--- config.mk ---
export PLATFORM = sky130hd
export DESIGN_NAME = utf8_stream_to_utf16_utf32
export DESIGN_NICKNAME = d
export VERILOG_FILES = /design/src/hdl/u2u_pkg.sv /design/src/hdl/u2u_dec.sv /design/src/hdl/u2u_outq.sv /design/src/hdl/utf8_stream_to_utf16_utf32.sv
export SDC_FILE = /design/constraint.sdc
export NUM_CORES = 1
export LEC_CHECK = 0
export BUFFER_PORTS_ARGS = -buffer_cell sky130_fd_sc_hd__buf_2
export CAP_MARGIN = 25
export CORE_ASPECT_RATIO = 1.2
export CORE_UTILIZATION = 56
export CTS_CLUSTER_SIZE = 20
export DETAILED_ROUTE_END_ITERATION = 12
export GPL_TIMING_DRIVEN = 0
export PLACE_DENSITY = 0.74
export SLEW_MARGIN = 30
export SYNTH_ARGS = -nofsm -noshare
export SYNTH_HDL_FRONTEND = slang
export SYNTH_SLANG_ARGS = --single-unit
--- constraint.sdc ---
create_clock -name i_clk -period 4.38 [get_ports i_clk]
set_input_delay 0 -clock i_clk [delete_from_list [all_inputs] [get_ports i_clk]]
set_output_delay 0 -clock i_clk [all_outputs]
set_load 0.05 [all_outputs]
--- src/hdl/u2u_pkg.sv ---
// Shared types and constants for the UTF-8 to UTF-16/UTF-32 stream decoder.
// Used by u2u_dec, u2u_outq and utf8_stream_to_utf16_utf32; depends on nothing.
`default_nettype none

package u2u_pkg;

    // Result status codes.
    localparam logic [1:0] ST_VALID   = 2'd0;
    localparam logic [1:0] ST_INVALID = 2'd1;
    localparam logic [1:0] ST_TRUNC   = 2'd2;

    // Output mode register values.
    localparam logic MODE_UTF16 = 1'b0;
    localparam logic MODE_UTF32 = 1'b1;

    // Lead byte classification limits.
    localparam logic [7:0] LEAD_MIN_2 = 8'hC2;
    localparam logic [7:0] LEAD_MIN_3 = 8'hE0;
    localparam logic [7:0] LEAD_MIN_4 = 8'hF0;
    localparam logic [7:0] LEAD_MAX_4 = 8'hF4;

    // Second-byte windows on (lead << 6) + byte.
    localparam logic [13:0] RAW3_MIN      = 14'h38A0;
    localparam logic [13:0] RAW3_SURR_LO  = 14'h3BE0;
    localparam logic [13:0] RAW3_SURR_HI  = 14'h3BFF;
    localparam logic [13:0] RAW4_MIN      = 14'h3C90;
    localparam logic [13:0] RAW4_MAX      = 14'h3D8F;

    // Surrogate bases.
    localparam logic [15:0] SURR_HIGH_BASE = 16'hD800;
    localparam logic [15:0] SURR_LOW_BASE  = 16'hDC00;

    // One input item.
    typedef struct packed {
        logic [7:0] in_byte;
        logic       flush;
    } t_in_item;

    // One result item.
    typedef struct packed {
        logic [20:0] code_unit;
        logic [1:0]  status;
        logic [2:0]  seq_bytes;
        logic        last;
    } t_out_item;

    // Results produced by one decoded item: zero, one or two.
    typedef struct packed {
        logic [1:0] count;
        t_out_item  item0;
        t_out_item  item1;
    } t_push;

endpackage

`default_nettype wire

--- src/hdl/u2u_dec.sv ---
// Input register, pending-sequence state and single-pass UTF-8 decode logic.
// Depends on u2u_pkg; feeds u2u_outq with up to two results per item.
`default_nettype none

module u2u_dec (
    input  wire logic               i_clk,
    input  wire logic               i_rst_n,
    input  wire logic               i_mode,
    input  wire logic               i_in_valid,
    input  wire u2u_pkg::t_in_item  i_in_item,
    output logic                    o_in_stall,
    input  wire logic               i_space,
    output u2u_pkg::t_push          o_push
);
    import u2u_pkg::*;

    logic        r_in_valid;
    t_in_item    r_in;
    logic [1:0]  r_exp;
    logic [14:0] r_acc;
    logic [2:0]  r_len;

    logic [1:0]  n_exp;
    logic [14:0] n_acc;
    logic [2:0]  n_len;

    logic        advance;
    logic        fail;
    logic [1:0]  fail_status;
    logic        emit;
    logic [20:0] cp;
    logic [2:0]  emit_len;
    logic [7:0]  b;
    logic [20:0] acc_new;
    logic [13:0] raw3;
    logic [13:0] raw4;
    logic [19:0] sup;
    t_push       push;

    // The held item moves on when the result queue can take two results.
    assign advance    = r_in_valid && i_space;
    assign o_in_stall = r_in_valid && !i_space;

    assign b       = r_in.in_byte;
    assign acc_new = {r_acc, b[5:0]};
    assign raw3    = {4'b1110, r_acc[3:0], 6'b0} + {6'b0, b};
    assign raw4    = {5'b11110, r_acc[2:0], 6'b0} + {6'b0, b};
    assign sup     = cp[19:0] - 20'h10000;

    // Decode one item against the pending sequence.
    always_comb begin
        n_exp       = r_exp;
        n_acc       = r_acc;
        n_len       = r_len;
        fail        = 1'b0;
        fail_status = ST_INVALID;
        emit        = 1'b0;
        cp          = '0;
        emit_len    = 3'd1;
        if (r_in.flush) begin
            if (r_exp != 2'd0) begin
                fail        = 1'b1;
                fail_status = ST_TRUNC;
            end
        end else if (r_exp == 2'd0) begin
            if (!b[7]) begin
                emit     = 1'b1;
                cp       = {13'b0, b};
                emit_len = 3'd1;
            end else if (b < LEAD_MIN_2) begin
                fail = 1'b1;
            end else if (b < LEAD_MIN_3) begin
                n_exp = 2'd1;
                n_acc = {10'b0, b[4:0]};
                n_len = 3'd2;
            end else if (b < LEAD_MIN_4) begin
                n_exp = 2'd2;
                n_acc = {11'b0, b[3:0]};
                n_len = 3'd3;
            end else if (b <= LEAD_MAX_4) begin
                n_exp = 2'd3;
                n_acc = {12'b0, b[2:0]};
                n_len = 3'd4;
            end else begin
                fail = 1'b1;
            end
        end else if (b[7:6] != 2'b10) begin
            fail = 1'b1;
        end else if (r_len == 3'd3 && r_exp == 2'd2 &&
                     (raw3 < RAW3_MIN || (raw3 >= RAW3_SURR_LO && raw3 <= RAW3_SURR_HI))) begin
            // Overlong three-byte form or an encoded surrogate.
            fail = 1'b1;
        end else if (r_len == 3'd4 && r_exp == 2'd3 &&
                     (raw4 < RAW4_MIN || raw4 > RAW4_MAX)) begin
            // Overlong four-byte form or a code point above 10FFFF.
            fail = 1'b1;
        end else if (r_exp == 2'd1) begin
            emit     = 1'b1;
            cp       = acc_new;
            emit_len = r_len;
        end else begin
            n_exp = r_exp - 2'd1;
            n_acc = acc_new[14:0];
        end

        if (fail || emit) begin
            n_exp = '0;
            n_acc = '0;
            n_len = '0;
        end
    end

    // Format the results of this item.
    always_comb begin
        push       = '0;
        push.item0 = '{code_unit: 21'd0, status: fail_status, seq_bytes: 3'd0, last: 1'b1};
        if (fail) begin
            push.count = 2'd1;
        end else if (emit) begin
            if (i_mode == MODE_UTF32 || cp[20:16] == 5'd0) begin
                push.count = 2'd1;
                push.item0 = '{code_unit: cp, status: ST_VALID, seq_bytes: emit_len,
                               last: 1'b1};
            end else begin
                push.count = 2'd2;
                push.item0 = '{code_unit: {5'b0, SURR_HIGH_BASE | {6'b0, sup[19:10]}},
                               status: ST_VALID, seq_bytes: emit_len, last: 1'b0};
                push.item1 = '{code_unit: {5'b0, SURR_LOW_BASE | {6'b0, sup[9:0]}},
                               status: ST_VALID, seq_bytes: emit_len, last: 1'b1};
            end
        end
        if (!advance) begin
            push.count = 2'd0;
        end
    end

    assign o_push = push;

    // Input register and pending-sequence state.
    always_ff @(posedge i_clk) begin
        if (!i_rst_n) begin
            r_in_valid <= 1'b0;
            r_exp      <= '0;
            r_acc      <= '0;
            r_len      <= '0;
        end else begin
            if (!o_in_stall) begin
                r_in_valid <= i_in_valid;
            end
            if (advance) begin
                r_exp <= n_exp;
                r_acc <= n_acc;
                r_len <= n_len;
            end
        end
    end

    always_ff @(posedge i_clk) begin
        if (!o_in_stall && i_in_valid) begin
            r_in <= i_in_item;
        end
    end

    // A pending sequence always has more bytes in total than still expected.
    a_len_vs_exp: assert property (@(posedge i_clk) disable iff (!i_rst_n)
        r_exp != 2'd0 |-> r_len == {1'b0, r_exp} + 3'd1 ||
                          (r_len == 3'd4 && r_exp != 2'd3) ||
                          (r_len == 3'd3 && r_exp == 2'd1))
        else $error("pending length out of step with expected count");

    // Error and truncation results come alone.
    a_err_single: assert property (@(posedge i_clk) disable iff (!i_rst_n)
        push.count != 2'd0 && push.item0.status != ST_VALID |-> push.count == 2'd1)
        else $error("error result paired with another result");

    // A surrogate pair is only produced in UTF-16 mode from a four-byte sequence.
    a_pair_mode: assert property (@(posedge i_clk) disable iff (!i_rst_n)
        push.count == 2'd2 |-> i_mode == MODE_UTF16 && push.item0.seq_bytes == 3'd4)
        else $error("surrogate pair outside UTF-16 four-byte case");

    // Every result ends the pending sequence.
    a_idle_after: assert property (@(posedge i_clk) disable iff (!i_rst_n)
        push.count != 2'd0 |=> r_exp == 2'd0)
        else $error("state left pending after a result");

endmodule

`default_nettype wire

--- src/hdl/u2u_outq.sv ---
// Four-entry result queue: takes up to two results a cycle, hands out one while the output is not stalled.
// Depends on u2u_pkg; fed by u2u_dec.
`default_nettype none

module u2u_outq (
    input  wire logic             i_clk,
    input  wire logic             i_rst_n,
    input  wire u2u_pkg::t_push   i_push,
    output logic                  o_space,
    output logic                  o_out_valid,
    output u2u_pkg::t_out_item    o_out_item,
    input  wire logic             i_out_stall
);
    import u2u_pkg::*;

    t_out_item  r_mem [4];
    logic [1:0] r_wr;
    logic [1:0] r_rd;
    logic [2:0] r_count;
    logic       pop;

    assign o_out_valid = r_count != 3'd0;
    assign o_out_item  = r_mem[r_rd];
    assign pop         = o_out_valid && !i_out_stall;
    // Room for two more results once this cycle's transfer is counted.
    assign o_space     = r_count <= 3'd2 || (r_count == 3'd3 && pop);

    // Pointers and fill count.
    always_ff @(posedge i_clk) begin
        if (!i_rst_n) begin
            r_wr    <= '0;
            r_rd    <= '0;
            r_count <= '0;
        end else begin
            r_wr    <= r_wr + i_push.count;
            r_rd    <= r_rd + {1'b0, pop};
            r_count <= r_count + {1'b0, i_push.count} - {2'b0, pop};
        end
    end

    // Result storage.
    always_ff @(posedge i_clk) begin
        if (i_push.count != 2'd0) begin
            r_mem[r_wr] <= i_push.item0;
        end
        if (i_push.count == 2'd2) begin
            r_mem[r_wr + 2'd1] <= i_push.item1;
        end
    end

    // The queue never overflows.
    a_no_overflow: assert property (@(posedge i_clk) disable iff (!i_rst_n)
        r_count <= 3'd4)
        else $error("result queue overflow");

    // Pushes only arrive when room was announced.
    a_push_room: assert property (@(posedge i_clk) disable iff (!i_rst_n)
        i_push.count != 2'd0 |-> o_space)
        else $error("push without room");

    // A transfer with no push lowers the count by one.
    a_pop_count: assert property (@(posedge i_clk) disable iff (!i_rst_n)
        pop && i_push.count == 2'd0 |=> r_count == $past(r_count) - 3'd1)
        else $error("fill count out of step with transfers");

endmodule

`default_nettype wire

--- src/hdl/utf8_stream_to_utf16_utf32.sv ---
// UTF-8 stream decoder with a UTF-16 or UTF-32 result stream.
// One UTF-8 byte (or a flush) enters per cycle while o_in_stall is low. Each
// accepted byte is held in an input register, decoded in a single pass against the
// pending sequence, and its zero, one or two results are written to a four-entry
// result queue that drives the output. While the output is not stalled, the input
// sustains one item per cycle and the output hands out one result per cycle, so a
// UTF-16 surrogate pair takes two output transfers, which the queue absorbs since
// a pair follows a four-byte sequence. Invalid bytes, overlong forms, surrogates and
// values above 10FFFF give one error result and the decoder returns to idle. The
// output_mode register (0 = UTF-16, 1 = UTF-32) is always ready and must be written
// only while the decoder is idle. Depends on u2u_pkg, u2u_dec and u2u_outq.
`default_nettype none

module utf8_stream_to_utf16_utf32 (
    input  wire logic               i_clk,
    input  wire logic               i_rst_n,
    input  wire logic               i_cfg_valid,
    input  wire logic               i_cfg_data,
    output logic                    o_cfg_ready,
    input  wire logic               i_in_valid,
    input  wire u2u_pkg::t_in_item  i_in_item,
    output logic                    o_in_stall,
    output logic                    o_out_valid,
    output u2u_pkg::t_out_item      o_out_item,
    input  wire logic               i_out_stall
);
    import u2u_pkg::*;

    logic  r_mode;
    logic  space;
    t_push push;

    // Output mode register; a transfer is taken in any cycle.
    assign o_cfg_ready = 1'b1;

    always_ff @(posedge i_clk) begin
        if (!i_rst_n) begin
            r_mode <= MODE_UTF16;
        end else if (i_cfg_valid && o_cfg_ready) begin
            r_mode <= i_cfg_data;
        end
    end

    // Decode stage.
    u2u_dec u_dec (
        .i_clk      (i_clk),
        .i_rst_n    (i_rst_n),
        .i_mode     (r_mode),
        .i_in_valid (i_in_valid),
        .i_in_item  (i_in_item),
        .o_in_stall (o_in_stall),
        .i_space    (space),
        .o_push     (push)
    );

    // Result queue.
    u2u_outq u_outq (
        .i_clk       (i_clk),
        .i_rst_n     (i_rst_n),
        .i_push      (push),
        .o_space     (space),
        .o_out_valid (o_out_valid),
        .o_out_item  (o_out_item),
        .i_out_stall (i_out_stall)
    );

endmodule

`default_nettype wire
# Word level (Yosys, flattened, before mapping)
# Memory sizes are Yosys's and may differ from the RTL's. A register that Yosys moved wholly into a read port is not among the register bits.
# Index checks and enable logic that the tools add are counted.
dict set report classes {
  n_addsub 9
  n_mux 76
  reduce_logical 28
  magnitude_cmp 10
  eq_ne 17
}
# operator n
set ops {}
lappend ops {{$mux 15} 12}
lappend ops {{$mux 21} 6}
lappend ops {{$mux 56} 1}
lappend ops {{$mux 54} 1}
lappend ops {{$mux 3} 14}
lappend ops {{$mux 2} 17}
lappend ops {{$mux 29} 1}
lappend ops {{$lt 14x14->1 const B} 2}
lappend ops {{$lt 8x8->1 const B} 3}
lappend ops {{$mux 1} 22}
lappend ops {{$mux 22} 1}
lappend ops {{$sub 20x17->20 const B} 1}
lappend ops {{$ne 3x2->1 const B} 5}
lappend ops {{$ge 14x14->1 const B} 1}
lappend ops {{$gt 14x14->1 const B} 1}
lappend ops {{$le 14x14->1 const B} 1}
lappend ops {{$add 12x9->13} 1}
lappend ops {{$add 11x9->12} 1}
lappend ops {{$logic_and 1x1->1} 10}
lappend ops {{$reduce_and 9->1} 1}
lappend ops {{$le 8x8->1 const B} 1}
lappend ops {{$reduce_bool 2->1} 4}
lappend ops {{$mux 7} 1}
lappend ops {{$eq 2x2->1 const B} 3}
lappend ops {{other kinds (20)} 29}
dict set report totals {
  input_bits 15
  n_memories 1
  ram_bits 108
  word_cells 151
  out_inout_bits 30
  ff_bits 38
}
# memory depth width read_ports rd_ports_with_merged_regs wr line_no
set mem_list {}
lappend mem_list {u_outq.r_mem 4 27 1 1 2 u2u_outq.sv:16} ;# t_out_item r_mem [4];

# Longest topological paths before layout
dict set report depth {
  ltp_word 18
  ltp_mapped 18
  ltp_nobuf 14
}

# Cells and area by module
# Synthesis repeated with hierarchy kept, for this count alone.
dict set report hier_totals {
  cells_unflattened 549
  area_unflattened_um2 7817.5
}
# module area_each_um2 n_inst cells_per_inst
set modules_own_cells {}
lappend modules_own_cells {u2u_outq 5730.5 1 305}
lappend modules_own_cells {u2u_dec 2039.5 1 239}
lappend modules_own_cells {utf8_stream_to_utf16_utf32 47.5 1 5}

# Worst setup path before layout
# Ideal clock, no wire load.
dict set report synth_timing {
  kind {register -> register}
  startpoint {reg u_dec.r_in, in the netlist u_dec.b[6]}
  endpoint {reg u_outq.r_count[2]}
  path_buffers 3
  arrival_ns 3.221
  setup_ns 0.128
  path_stages_with_launch 18
  period_less_slack_ns 3.348
  setup_slack_ns 1.032
  cell_sequence {edfxtp_1 and3b_1 buf_4 and2_1 clkbuf_1 nand2_1 ha_1 inv_1 a31oi_2 or2_2 buf_2 nand2_1 a31oi_1 ha_1 fa_1 xor2_1 xnor2_1 nor2_1}
}
dict set report synth_via {
  elab_chain_len 17
}
# item line_no
set synth_lines {}
lappend synth_lines {{start: declaration} u2u_dec.sv:18} ;# t_in_item r_in;
lappend synth_lines {{start signal: assignment} u2u_dec.sv:160} ;# r_in <= i_in_item;
lappend synth_lines {{$add 11x9->12 / $add 12x9->13 (equally long branches)} {u2u_dec.sv:47, u2u_dec.sv:46}}
lappend synth_lines {{$lt 14x14->1, or another cell as far along} u2u_dec.sv:94} ;# (raw4 < RAW4_MIN || raw4 > RAW4_MAX)) begin
lappend synth_lines {{$logic_or 1x1->1 / $logic_and 1x1->1 (equally long branches)} {u2u_dec.sv:94, u2u_dec.sv:90}}
lappend synth_lines {{$logic_and 1x1->1 / $logic_or 1x1->1 (equally long branches)} {u2u_dec.sv:93, u2u_dec.sv:90}}
lappend synth_lines {{$mux 21 / $logic_and 1x1->1 (equally long branches)} {u2u_dec.sv:93, u2u_dec.sv:89}}
lappend synth_lines {{$mux 21} u2u_dec.sv:89} ;# end else if (r_len == 3'd3 && r_exp == 2'd2 &&
lappend synth_lines {{$mux 21} u2u_dec.sv:87} ;# end else if (b[7:6] != 2'b10) begin
lappend synth_lines {{$mux 21} u2u_dec.sv:65} ;# end else if (r_exp == 2'd0) begin
lappend synth_lines {{$mux 21} u2u_dec.sv:60} ;# if (r_in.flush) begin
lappend synth_lines {{$logic_not 5->1} u2u_dec.sv:120} ;# if (i_mode == MODE_UTF32 || cp[20:16] == 5'd0) begin
lappend synth_lines {{$logic_or 1x1->1} u2u_dec.sv:120}
lappend synth_lines {{$mux 29} u2u_dec.sv:120}
lappend synth_lines {{$mux 56} u2u_dec.sv:119} ;# end else if (emit) begin
lappend synth_lines {{$mux 2 *} u2u_dec.sv:117} ;# if (fail) begin
lappend synth_lines {{$mux 2 *} u2u_dec.sv:132} ;# if (!advance) begin
lappend synth_lines {{$add 3x2->3 *} u2u_outq.sv:37} ;# r_count <= r_count + {1'b0, i_push.count} - {2'b0, pop};
lappend synth_lines {{$sub 3x1->3 *} u2u_outq.sv:37}
lappend synth_lines {{end signal: assignment} u2u_outq.sv:37}
lappend synth_lines {{end: declaration} u2u_outq.sv:19} ;# logic [2:0] r_count;
# Mark *: on every way between the ends. The rest lies on a longest branch, timed or not.
# A chain may end at the register's enable or synchronous reset.

==> metrics.txt <==
Clock Latency Late Sink=~0.42 ns; Slew Viols, Final=0; layout cells sized above 1=21.1%; Worst Max-Slew Pin Slew=0.824 ns; crit share post-route=approximately 94%; fin nets=728; PnR worst setup slack=around 0.25 ns; crit-path most repeated cell=clkbuf_1; crit path max fanout=19; sw power=1.28 mW; Seq pwr share=40.0%; dominant cells by area after synthesis=edfxtp_1, dfxtp_1, mux4_2; Rel. slew slack=45.1%; initial antenna violation count=0; initial core utilization=57.2%; maximum clock insertion buffer count=2; slowest CP cell=nand2_2; syn avg cell area=11.5 um2; via count=between 5k and 6k; Synth Warn #=0; Arr. time, crit path=about 4.2 ns; CTS tree=yes; register bit count reported by yosys=146; Antenna Nets Post-Route=0; critical path's largest stage delay=between 0.5 and 0.6 ns; syn_nets=653; Die Y=126 um; crit path time final=4.13 ns; synthesized area=0.00721 mm2; post-CTS setup buffer count=0; All-Layer GR Usage=29.6%; number of distinct library cells after synthesis=between 60 and 70; Hold Fails Final Rpt=0; worst setup path class=flop to flop; Worst EP required=4.44 ns; Max Cap Violations=0; vias in the first global route=about 5.9k; Iteration-0 DRC Markers=505; global-route wire length before repair=around 30 mm; CTS buffer count=17; Setup TNS Final=0 ns; Yosys top cell by area=edfxtp_1; Leakage=approximately 3 nW; Die W=106 um; met2 wire len=9.65 mm; FMAX=242 MHz; routed wire length=18.8 mm; hpwl dp=between 10 and 15 mm; row count=45; DR top layer=met4; routability cong.=0.916; Net Sw Frac=33.2%; pwr dens=461 mW/mm2; Root Buffer=clkbuf_16; Internal=2.57 mW; Ports=45; M1 WL=7.03 mm; Clk pwr share=35.7%; number of synthesized flops with an enable pin=85; top-count cell post-synth=edfxtp_1; Core Box Area=~0.013 mm2; Sinks on Clock Net=146; Synth top area share=35.4%; Clock Pin Slew Worst Setup and Hold Paths=around 0.060 ns; Area Overhead vs Synth=15.6%; clk_skew=0.00913 ns; ANT cells=0; Avg WL per Cell=around 21 um; final setup fails=0; Place WS=~0.15 ns; Syn Inst Count=627; Port-buffer cells=43; RSZ-0062 raised after global routing=no; overflow left after global routing=0; peak supply drop=between 0.3 and 0.4 mV; Die ar.=0.0133 mm2; Seq/Total Area, Yosys=52.3%; worst min path class=input port to flop; wire length on met3=1.44 mm; Via density=6.48; Main synth FF type=edfxtp_1; drc violations=0; crit-path cells=and3b_1, buf_4, and2_1, clkbuf_1, nand2_1, ha_1, inv_1, a31oi_2, nor4_4, nand3_2, clkbuf_1, nand2_2; combinational power share=24.3%; crit start category=flop; top cell types by occurrence after synthesis=edfxtp_1, nand2_1, dfxtp_1; depth of the CTS H-tree=4; outcome=complete, no violations; ys async rst share=0%; CP endpoint kind=flop; first-pass iteration count of the detailed router=5; fill count=948; largest net degree at the start of global routing=20
## repair_timing
action | 4_1_cts | 5_1_grt
endpoints found under the hold margin | 20 | 0
hold buffers | 13 | 0
setup endpoints to repair | 0 | 57
gates resized for setup | 0 | 3
## cell families after synthesis
kind of cell / share of synthesized area (%)
simple gates: 13.1
fa+ha+maj: 2.12
mux: 13.2
buf+inv: 3.96
compound gates: 14.3
flops: 52.3
other cells: 0.0520
xor+xnor: 0.971
## flip-flops by register name, summed over array words and instances (netlist names)
| name | cells |
|---|---|
| r_mode | 1 |
| u_dec.b | 8 |
| u_dec.r_acc | 15 |
| u_dec.r_exp | 2 |
| u_dec.r_in | 1 |
| u_dec.r_in_valid | 1 |
| u_dec.r_len | 3 |
| u_outq.r_count | 3 |
| u_outq.r_mem | 108 |
| u_outq.r_rd | 2 |
| u_outq.r_wr | 2 |
## critical path: cells and delay by family (launching register included)
family | cells | cell delay (ns)
AO/OA/AOI/OAI | 1 | 0.05
adder cells (fa/ha/maj) | 1 | 0.25
buffers and inverters | 4 | 0.97
flip-flops | 1 | 0.53
AND/OR/NAND/NOR | 6 | 1.95
## area by class of cell
cell class	count	area [um2]	share of cell area, %
clock buffers	18	439	5.27
multi-input cells	422	3170	38.0
plain buffers	44	229	2.75
inverters	15	56.3	0.675
repair buffers	56	345	4.14
clock inverters	14	120	1.44
flip-flops and latches	146	3770	45.3
well taps	164	205	2.46
## power by group through the flow
stage | combinational, mW | clock, mW | sequential [mW]
after detailed placement | 0.923 | 0 | 1.57
after CTS | 0.938 | 1.37 | 1.54
after global routing | 0.997 | 1.43 | 1.54
final | 0.935 | 1.37 | 1.54
after global placement | 0.905 | 0 | 1.56
after floorplan | 0.744 | 0 | 1.55
## per-stage QoR
step           instances  instance area (um2)  hold slack (ns)  total power [mW]  util (%)
5_1_grt              879                 8340            0.153              3.97      66.1
2_1_floorplan        627                 7210           0.0989              2.30         -
3_5_place_dp         834                 7630            0.178              2.49      60.5
4_1_cts              879                 8320            0.120              3.84      66.0
6_report             879                 8340            0.118              3.84      66.1
3_3_place_gp         834                 7630            0.176              2.47      60.5
## cells in the final DEF, fill, tap and decap left out, types with 24 or more instances in the layout
cell type / instances
edfxtp_1: 85
nand2_1: 77
dfxtp_1: 61
a21oi_1: 60
buf_2: 52
mux2i_1: 33
mux4_2: 27
nor2_1: 26
clkbuf_1: 25
o22ai_1: 24
## routing by layer
| layer | vias up | GRT usage [%] |
|---|---|---|
| met2 | 307 | 50.3 |
| met3 | 69 | 6.42 |
| met4 | 0 | 15.4 |
| met5 | - | 0 |
| li1 | 2527 | - |
| met1 | 2790 | 35.3 |
## path summary, 6_finish.rpt
| path | start | depth (start not counted) | endpoint | slack (ns) |
|---|---|---|---|---|
| setup / recovery | u_dec.b[6] | 12 | u_outq.r_mem[3][21] | 0.25 |
| hold / removal | i_out_stall | 4 | u_outq.r_rd[0] | 0.12 |
| setup reg to reg | u_dec.b[6] | 12 | u_outq.r_mem[3][21] | 0.25 |
| hold reg to reg | u_outq.r_mem[2][22] | 2 | u_outq.r_mem[2][22] | 0.47 |
Power figures use the tool's default switching activity.
